## src/hdl/pinhole_camera_ray_direction_core_defines.svh

```systemverilog
// ----------------------------------------------------------------------------
// Pinhole camera ray direction: assertion macros
// Shared concurrent check forms, clocked on i_clk and held off during reset.
// ----------------------------------------------------------------------------
`ifndef PINHOLE_CAMERA_RAY_DIRECTION_CORE_DEFINES_SVH
`define PINHOLE_CAMERA_RAY_DIRECTION_CORE_DEFINES_SVH

// Same-cycle implication check
`define PCRD_ASSERT_IMPLY(lbl, ante, cons) \
    lbl: assert property (@(posedge i_clk) disable iff (!i_rst_n) (ante) |-> (cons)) \
        else $error("pcrd check failed");

// Next-cycle implication check
`define PCRD_ASSERT_NEXT(lbl, ante, cons) \
    lbl: assert property (@(posedge i_clk) disable iff (!i_rst_n) (ante) |=> (cons)) \
        else $error("pcrd check failed");

`endif

```

## src/hdl/pcrd_pkg.sv

```systemverilog
// ----------------------------------------------------------------------------
// Pinhole camera ray direction: package
// Shared constants, register indexes, types and the Q1.14 rounding helper.
// ----------------------------------------------------------------------------
package pcrd_pkg;

    localparam int COORD_BITS_DEF    = 12;
    localparam int DIR_FRAC_BITS_DEF = 15;
    // Width of the unnormalized direction vector at the default coordinate width
    localparam int VW_DEF            = 52;
    // Magnitudes are scaled below 2^NORM_BITS before squaring
    localparam int NORM_BITS         = 30;
    localparam int CFG_DW            = 16;
    localparam int CFG_IW            = 3;

    typedef enum logic [CFG_IW-1:0] {
        REG_SIN_PITCH   = 3'd0,
        REG_COS_PITCH   = 3'd1,
        REG_SIN_YAW     = 3'd2,
        REG_COS_YAW     = 3'd3,
        REG_FOV_SCALE   = 3'd4,
        REG_VIEW_WIDTH  = 3'd5,
        REG_VIEW_HEIGHT = 3'd6
    } t_reg_idx;

    localparam logic [15:0] RST_SIN_PITCH   = 16'd0;
    localparam logic [15:0] RST_COS_PITCH   = 16'd16384;
    localparam logic [15:0] RST_SIN_YAW     = 16'd0;
    localparam logic [15:0] RST_COS_YAW     = 16'd16384;
    localparam logic [15:0] RST_FOV_SCALE   = 16'd9459;
    localparam logic [12:0] RST_VIEW_WIDTH  = 13'd640;
    localparam logic [12:0] RST_VIEW_HEIGHT = 13'd480;

    // Valid flag and component signs that travel with a request
    typedef struct packed {
        logic       valid;
        logic [2:0] neg;
    } t_tag;

    // Round a Q2.28 product to Q1.14, ties toward plus infinity
    function automatic logic signed [17:0] round14(input logic signed [33:0] p);
        logic signed [33:0] t;
        t = p + 34'sd8192;
        return 18'(t >>> 14);
    endfunction

endpackage

```

## src/hdl/pcrd_div.sv

```systemverilog
// ----------------------------------------------------------------------------
// Pinhole camera ray direction: component divider
// Rounded quotient of one scaled magnitude by the norm, one quotient bit per
// register stage, then saturation and sign.
// ----------------------------------------------------------------------------
module pcrd_div #(
    parameter int DIR_FRAC_BITS = pcrd_pkg::DIR_FRAC_BITS_DEF
) (
    input  logic                            i_clk,
    input  logic                            i_rst_n,
    input  logic                            i_valid,
    input  logic [pcrd_pkg::NORM_BITS-1:0]  i_m,
    input  logic [31:0]                     i_n,
    input  logic                            i_neg,
    output logic                            o_valid,
    output logic signed [DIR_FRAC_BITS:0]   o_q
);
    import pcrd_pkg::*;

    localparam int F  = DIR_FRAC_BITS;
    localparam int QW = F + 2;
    localparam int NW = NORM_BITS + F + 1;
    localparam logic [QW-1:0] OUT_MAX = QW'((64'd1 << F) - 64'd1);

    logic [NW-1:0] num;
    logic          c_valid [QW];
    logic          c_neg   [QW];
    logic [31:0]   c_n     [QW];
    logic [31:0]   c_rem   [QW];
    logic [QW-1:0] c_lq    [QW];
    logic [31:0]   n_rem   [QW];
    logic [QW-1:0] n_lq    [QW];
    logic [QW-1:0] q_sat;
    logic [F:0]    n_q;

    logic          r_valid [QW];
    logic          r_neg   [QW];
    logic [31:0]   r_n     [QW];
    logic [31:0]   r_rem   [QW];
    logic [QW-1:0] r_lq    [QW];
    logic          r_out_valid;
    logic [F:0]    r_q;

    // Shift in numerator bits and subtract the norm where it fits
    always_comb begin
        logic [32:0] rem2;
        logic        ge;
        num        = (NW'(i_m) << F) + NW'(i_n >> 1);
        c_valid[0] = i_valid;
        c_neg[0]   = i_neg;
        c_n[0]     = i_n;
        c_rem[0]   = 32'(num[NW-1:QW]);
        c_lq[0]    = num[QW-1:0];
        for (int k = 1; k < QW; k++) begin
            c_valid[k] = r_valid[k-1];
            c_neg[k]   = r_neg[k-1];
            c_n[k]     = r_n[k-1];
            c_rem[k]   = r_rem[k-1];
            c_lq[k]    = r_lq[k-1];
        end
        for (int k = 0; k < QW; k++) begin
            rem2     = {c_rem[k], c_lq[k][QW-1]};
            ge       = rem2 >= {1'b0, c_n[k]};
            n_rem[k] = ge ? 32'(rem2 - {1'b0, c_n[k]}) : rem2[31:0];
            n_lq[k]  = {c_lq[k][QW-2:0], ge};
        end
    end

    // Clamp, drop a zero norm and restore the sign
    always_comb begin
        q_sat = (r_lq[QW-1] > OUT_MAX) ? OUT_MAX : r_lq[QW-1];
        if (r_n[QW-1] == '0) begin
            q_sat = '0;
        end
        n_q = r_neg[QW-1] ? (F+1)'(-q_sat) : (F+1)'(q_sat);
    end

    // Advance valid bits
    always_ff @(posedge i_clk) begin
        if (!i_rst_n) begin
            for (int k = 0; k < QW; k++) begin
                r_valid[k] <= 1'b0;
            end
            r_out_valid <= 1'b0;
        end else begin
            r_valid     <= c_valid;
            r_out_valid <= r_valid[QW-1];
        end
    end

    // Advance payload
    always_ff @(posedge i_clk) begin
        r_neg <= c_neg;
        r_n   <= c_n;
        r_rem <= n_rem;
        r_lq  <= n_lq;
        r_q   <= n_q;
    end

    assign o_valid = r_out_valid;
    assign o_q     = $signed(r_q);

endmodule

```

## config.mk

```make
export PLATFORM = sky130hd
export DESIGN_NAME = pcrd_div
export DESIGN_NICKNAME = d
export VERILOG_FILES = /design/src/hdl/pinhole_camera_ray_direction_core_defines.svh /design/src/hdl/pcrd_pkg.sv /design/src/hdl/pcrd_div.sv
export SDC_FILE = /design/constraint.sdc
export NUM_CORES = 2
export LEC_CHECK = 0
export ABC_AREA = 1
export BUFFER_PORTS_ARGS = -buffer_cell sky130_fd_sc_hd__buf_2
export CAP_MARGIN = 20
export CORE_ASPECT_RATIO = 0.6
export CORE_MARGIN = 2
export CORE_UTILIZATION = 28
export DETAILED_ROUTE_END_ITERATION = 10
export PLACE_DENSITY_LB_ADDON = 0.2
export SYNTH_ARGS = -nofsm -noshare
export SYNTH_HDL_FRONTEND = slang
export SYNTH_SLANG_ARGS = --single-unit
```

## constraint.sdc

```tcl
create_clock -name i_clk -period 2.9 [get_ports i_clk]
set_clock_uncertainty 0.1 [all_clocks]
set_input_delay 0 -clock i_clk [delete_from_list [all_inputs] [get_ports i_clk]]
set_output_delay 0 -clock i_clk [all_outputs]
set_load 0.02 [all_outputs]
```

-- Yosys cells after proc, flatten, opt, wreduce, memory -nomap -nowiden
Index checks and enable logic that the tools add are counted.
- flip-flop bits (word level): 1396
- latch bits: 0
- RAM bits: 0
- bits in read-only memories: 0
- input port bits: 66
- output and inout bits: 17
- logic and storage cells: 143
- memories: 0
- $add $sub $neg: 18
- multiply operators: 0
- div/mod/pow operators: 0
- $lt $le $gt $ge: 18
- eq/ne operators: 0
- shifts and indexed selects: 0
- multiplexer cells: 19
- bitwise operators: 0
- reduce and logical (&&, ||, !) cells: 1
- operators with widths (kind ; number):
    $ge 33x32->1 ; 16
    $mux 32 ; 15
    $sub 32x32->32 ; 15
    $mux 16 ; 3
    $add 45x31->46 ; 1
    $ge 30x32->1 ; 1
    $logic_not 32->1 ; 1
    $sub 30x32->32 ; 1
    $mux 30 ; 1
    $gt 17x15->1 const B ; 1
    $neg 16->16 ; 1

-- Logic depth before layout (Yosys ltp)
- depth after elaboration: 5
- depth in mapped cells: 27
- gate-level depth less buffers: 27

-- Least setup slack after synthesis
OpenSTA, ideal clock, no wires.
- kind: input to register
- start: input i_m[0] (netlist bit)
- end: register r_rem, in the netlist c_rem[484]
- setup time: 118 ps
- data arrival time: 2694 ps
- required time: 2682 ps
- setup slack: -12 ps
- stages on the path: 24
- path buffers: 1
- cells stage by stage: ha_1 -> fa_1 -> nand2_1 -> inv_1 -> nand2_1 -> nand2_1 -> nand2_1 -> nand2_1 -> nand2_1 -> nand3_1 -> nand2_1 -> nand2_1 -> nand2_1 -> nand2_1 -> ha_1 -> a21oi_1 -> o21ai_1 -> a21oi_1 -> nor2_1 -> nor2_1 -> nand3_2 -> inv_2 -> buf_4 -> o21ai_1
- RTL lines (element ; line ; text):
    start, declared ; pcrd_div.sv:12 ; input logic [pcrd_pkg::NORM_BITS-1:0] i_m,
    end signal, assigned ; pcrd_div.sv:95 ; r_rem <= n_rem;
    end, declared ; pcrd_div.sv:39 ; logic [31:0] r_rem [QW];

==> impl_metrics.env <==
export IMPL_fin_hold_ws_ns=0.03350
export IMPL_grtUsageMet1_pct=45.45
export IMPL_ys_ff_latch=1261
export IMPL_critical_path_startpoint_type="flip-flop"
export IMPL_grtUsageTotal_pct=26.10
export IMPL_synthCells=10220
export IMPL_hold_viol_final=0
export IMPL_synth_top_cell_area_share_pct=35.95
export IMPL_synth_xor_area_share_pct=3.480
export IMPL_cts_root_buf="clkbuf_16"
export IMPL_final_max_slew_viol_count=0
export IMPL_grt_pass1_vias=66200
export IMPL_grt_max_degree=34
export IMPL_die_h_um=391.9
export IMPL_fillers=26820
export IMPL_grt_overflow_total=0
export IMPL_swShare_pct=49.43
export IMPL_hold_class="primary input to flip-flop"
export IMPL_initial_utilization_pct=28.15
export IMPL_placed_area_mm2=0.08185
export IMPL_routed_via_count=72380
export IMPL_cts_path_max_buffers=4
export IMPL_use_met3_pct=10.75
export IMPL_fin_cells=14780
export IMPL_worstPathRequired_ns=3.52
export IMPL_syn_nets=10860
export IMPL_synth_edf_count=0
export IMPL_synth_most_common_cell="nand2_1"
export IMPL_min_period_ns=2.893
export IMPL_worst_path_most_repeated_cell="buf_4"
export IMPL_cp_max_fo=4
export IMPL_synth_area_leaders="dfxtp_1 36%, nand2_1 17%, ha_1 10%"
export IMPL_chipWidth_um=650.5
export IMPL_synthAdderAreaFrac_pct=10.45
export IMPL_pre_cts_ws_ns=-0.9799
export IMPL_clockPowerShare_pct=17.4
export IMPL_postRouteAntennaNets=0
export IMPL_crit_chain="inv_1, ha_1, buf_4, nand2_2, nor2_1, inv_1, nor2_1, buf_4, nand4_1, buf_4, nand3_2, xor2_1, nand2_1, nand2_1"
export IMPL_dp_hpwl_um=293500
export IMPL_synthArstFlopShare_pct=0
export IMPL_cp_end_kind="flip-flop"
export IMPL_critPathMaxStageDelay_ns=0.45
export IMPL_synth_top_family_by_area="simple AND/OR/NAND/NOR gates"
export IMPL_fin_tns_setup_ns=0
export IMPL_drt_total_wl_um=342300
export IMPL_cts_tree="yes"
export IMPL_routedWlPerCell_um=23.16
export IMPL_clkSlewWorstSetupHoldPaths_ns=0.07
export IMPL_coreArea_mm2=0.2494
export IMPL_design_die_area_mm2=0.2549
export IMPL_crit_arrival_ns=3.51
export IMPL_synth_compound_area_share_pct=9.376
export IMPL_post_route_period_util_pct=99.77
export IMPL_io_buffers=82
export IMPL_synthTopCellsByCount="3242 x nand2_1, 1318 x inv_1, 1261 x dfxtp_1"
export IMPL_synth_cell_type_count=46
export IMPL_pwr_share_seq_pct=24.8
export IMPL_numCtsBuffers=145
export IMPL_viasPerCell=4.897
export IMPL_grt_busiest_layer="met1"
export IMPL_dp_cells=14410
export IMPL_finish_instance_area_mm2=0.08848
export IMPL_synth_area_leader_cell="dfxtp_1"
export IMPL_antenna_found_initial=25
export IMPL_drtIter0Drc=8560
export IMPL_ys_seq_area_share_pct=35.95
export IMPL_critPathKind="flip-flop to flip-flop"
export IMPL_fin_nets=11990
export IMPL_clock_latency_ns=0.82
export IMPL_htree_num_levels=4
export IMPL_gp_congestion=0.9697
export IMPL_drc_errors=0
export IMPL_synth_warnings=0
export IMPL_p_int_uw=55570
export IMPL_dr_pass1_iters=6
export IMPL_setup_viol=0
export IMPL_row_count=142
export IMPL_share_comb_of_total_power_pct=57.8
export IMPL_power_density_mw_per_mm2=1242
export IMPL_yosys_most_used_dff="dfxtp_1"
export IMPL_outcome="finished, final reports clean"
export IMPL_slew_headroom_pct=48.33
export IMPL_layout_drive_gt1_share_pct=13.96
export IMPL_netlist_area_mm2=0.07022
export IMPL_vdd_ir_drop_max_v=0.0005612
export IMPL_synth_area_mux_share_pct=0
export IMPL_grt_pass1_wl_um=482700
export IMPL_post_synth_cell_area_avg_um2=6.871
export IMPL_gr_usage_met2_pct=27.01
export IMPL_p_leak_uw=0.04581
export IMPL_cts_sinks=1261
export IMPL_max_freq_mhz=345.6
export IMPL_tightest_slew_ns=0.7670
export IMPL_syn_to_final_growth_pct=26.01
export IMPL_synth_simple_area_share_pct=32.15
export IMPL_p_switching_uw=54310
export IMPL_boundaryPins=83
export IMPL_worst_slack_ns=0.006652
export IMPL_rsz0062_at_grt="true"
export IMPL_cap_violations=0
export IMPL_cpMaxStageDelayCell="dfxtp_2"
==> timing repair <==
item                                    CTS  global route
pin swaps                                 1            21
resized for setup                        28           195
endpoints found under the hold margin    84             1
setup buffers                             0             5
endpoints found under the setup margin  123           354
hold buffers                            100             1
==> layer usage <==
layer	share of wire, %	vias to the layer above	wire (um)
met1	56	34150	193100
met4	0.92	4	3138
met5	0.0076	-	26
met3	13	212	45970
met2	29	2999	100100
li1	-	35020	-
==> final timing paths <==
check / startpoint / endpoint / slack (ns) / depth (start not counted)
worst max register to register: c_n[240] / c_rem[210] / 0.007 / 14
worst max-delay path: c_n[240] / c_rem[210] / 0.007 / 14
worst min-delay path: i_n[17] / c_rem[497] / 0.03 / 8
worst min register to register: c_lq[173] / c_lq[157] / 0.16 / 0
==> logic make-up (layout without fill, tap and decap cells) <==
kind of cell | Yosys count | after routing
simple gates | 5410 | 5410
buf+inv | 1475 | 2711
flops | 1261 | 1261
compound gates | 1219 | 1219
fa+ha+maj | 576 | 576
xor+xnor | 279 | 279
other cells | 0 | 14
==> layout by cell type, fill, tap and decap left out, types with 15 or more instances in the layout <==
master,netlist,layout
buf_4,19,860
buf_12,0,84
clkbuf_8,0,17
o21bai_1,43,41
inv_1,1318,1316
nor2_1,881,841
dfxtp_2,0,28
a21o_1,39,39
fa_1,17,16
nor4_1,43,42
a21oi_1,656,625
ha_1,559,541
o21ai_1,36,50
nand2_4,28,29
dfxtp_1,1261,1231
or2_2,18,18
clkbuf_16,0,147
clkinv_2,0,16
o21ai_0,352,334
o21a_1,40,40
clkbuf_1,8,20
clkinvlp_4,0,15
nand3b_1,29,29
buf_2,74,82
nand2_1,3242,3209
xnor2_1,37,36
xor2_1,242,238
nand2_2,41,73
dlygate4sd3_1,0,100
nand3_1,867,861
o211ai_1,22,22
nand3_2,17,21
nor2_2,15,48
nor3_1,122,118
nand4_1,93,93
a21oi_2,11,40
==> cell type report <==
| cell class | instances | area (um2) | share of cell area (%) |
|---|---|---|---|
| multi-input cells | 7484 | 39620 | 44.77 |
| repair buffers | 1131 | 9607 | 10.86 |
| well taps | 3312 | 4144 | 4.683 |
| flip-flops and latches | 1261 | 25290 | 28.58 |
| diodes | 14 | 35.03 | 0.03959 |
| clock buffers | 184 | 3988 | 4.507 |
| clock inverters | 68 | 819.5 | 0.9262 |
| inverters | 1328 | 4987 | 5.636 |
==> power by group through the flow <==
stage	clock, uW	combinational, uW	sequential (uW)
finish	19100	63500	27300
global route	20400	68600	27600
CTS	19700	60700	27100
detailed placement	0	60100	27400
global placement	0	60400	27400
floorplan	0	35300	24700
==> worst max-delay path: cells and delay by family, from the launching register on <==
kind,cells,cell delay [ns]
AND/OR/NAND/NOR,7,1.08
buffers and inverters,5,0.68
flip-flops,1,0.45
adder cells (fa/ha/maj),1,0.30
XOR/XNOR,1,0.17
==> flip-flops by register name, summed over array words and instances, names as in the netlist <==
signal and cells:
r_neg 1, c_n 392, c_lq 257, r_n 32
c_rem 512, c_neg 16, o_q 16, c_valid 16
r_valid 1, o_valid 1, r_lq 17
==> through the flow <==
stage | util, % | power (uW)
2_1_floorplan | - | 59950
3_3_place_gp | 32.81 | 87880
3_5_place_dp | 32.81 | 87490
4_1_cts | 35.18 | 107400
5_1_grt | 35.46 | 116600
6_report | 35.47 | 109900
Power figures use the tool's default switching activity.
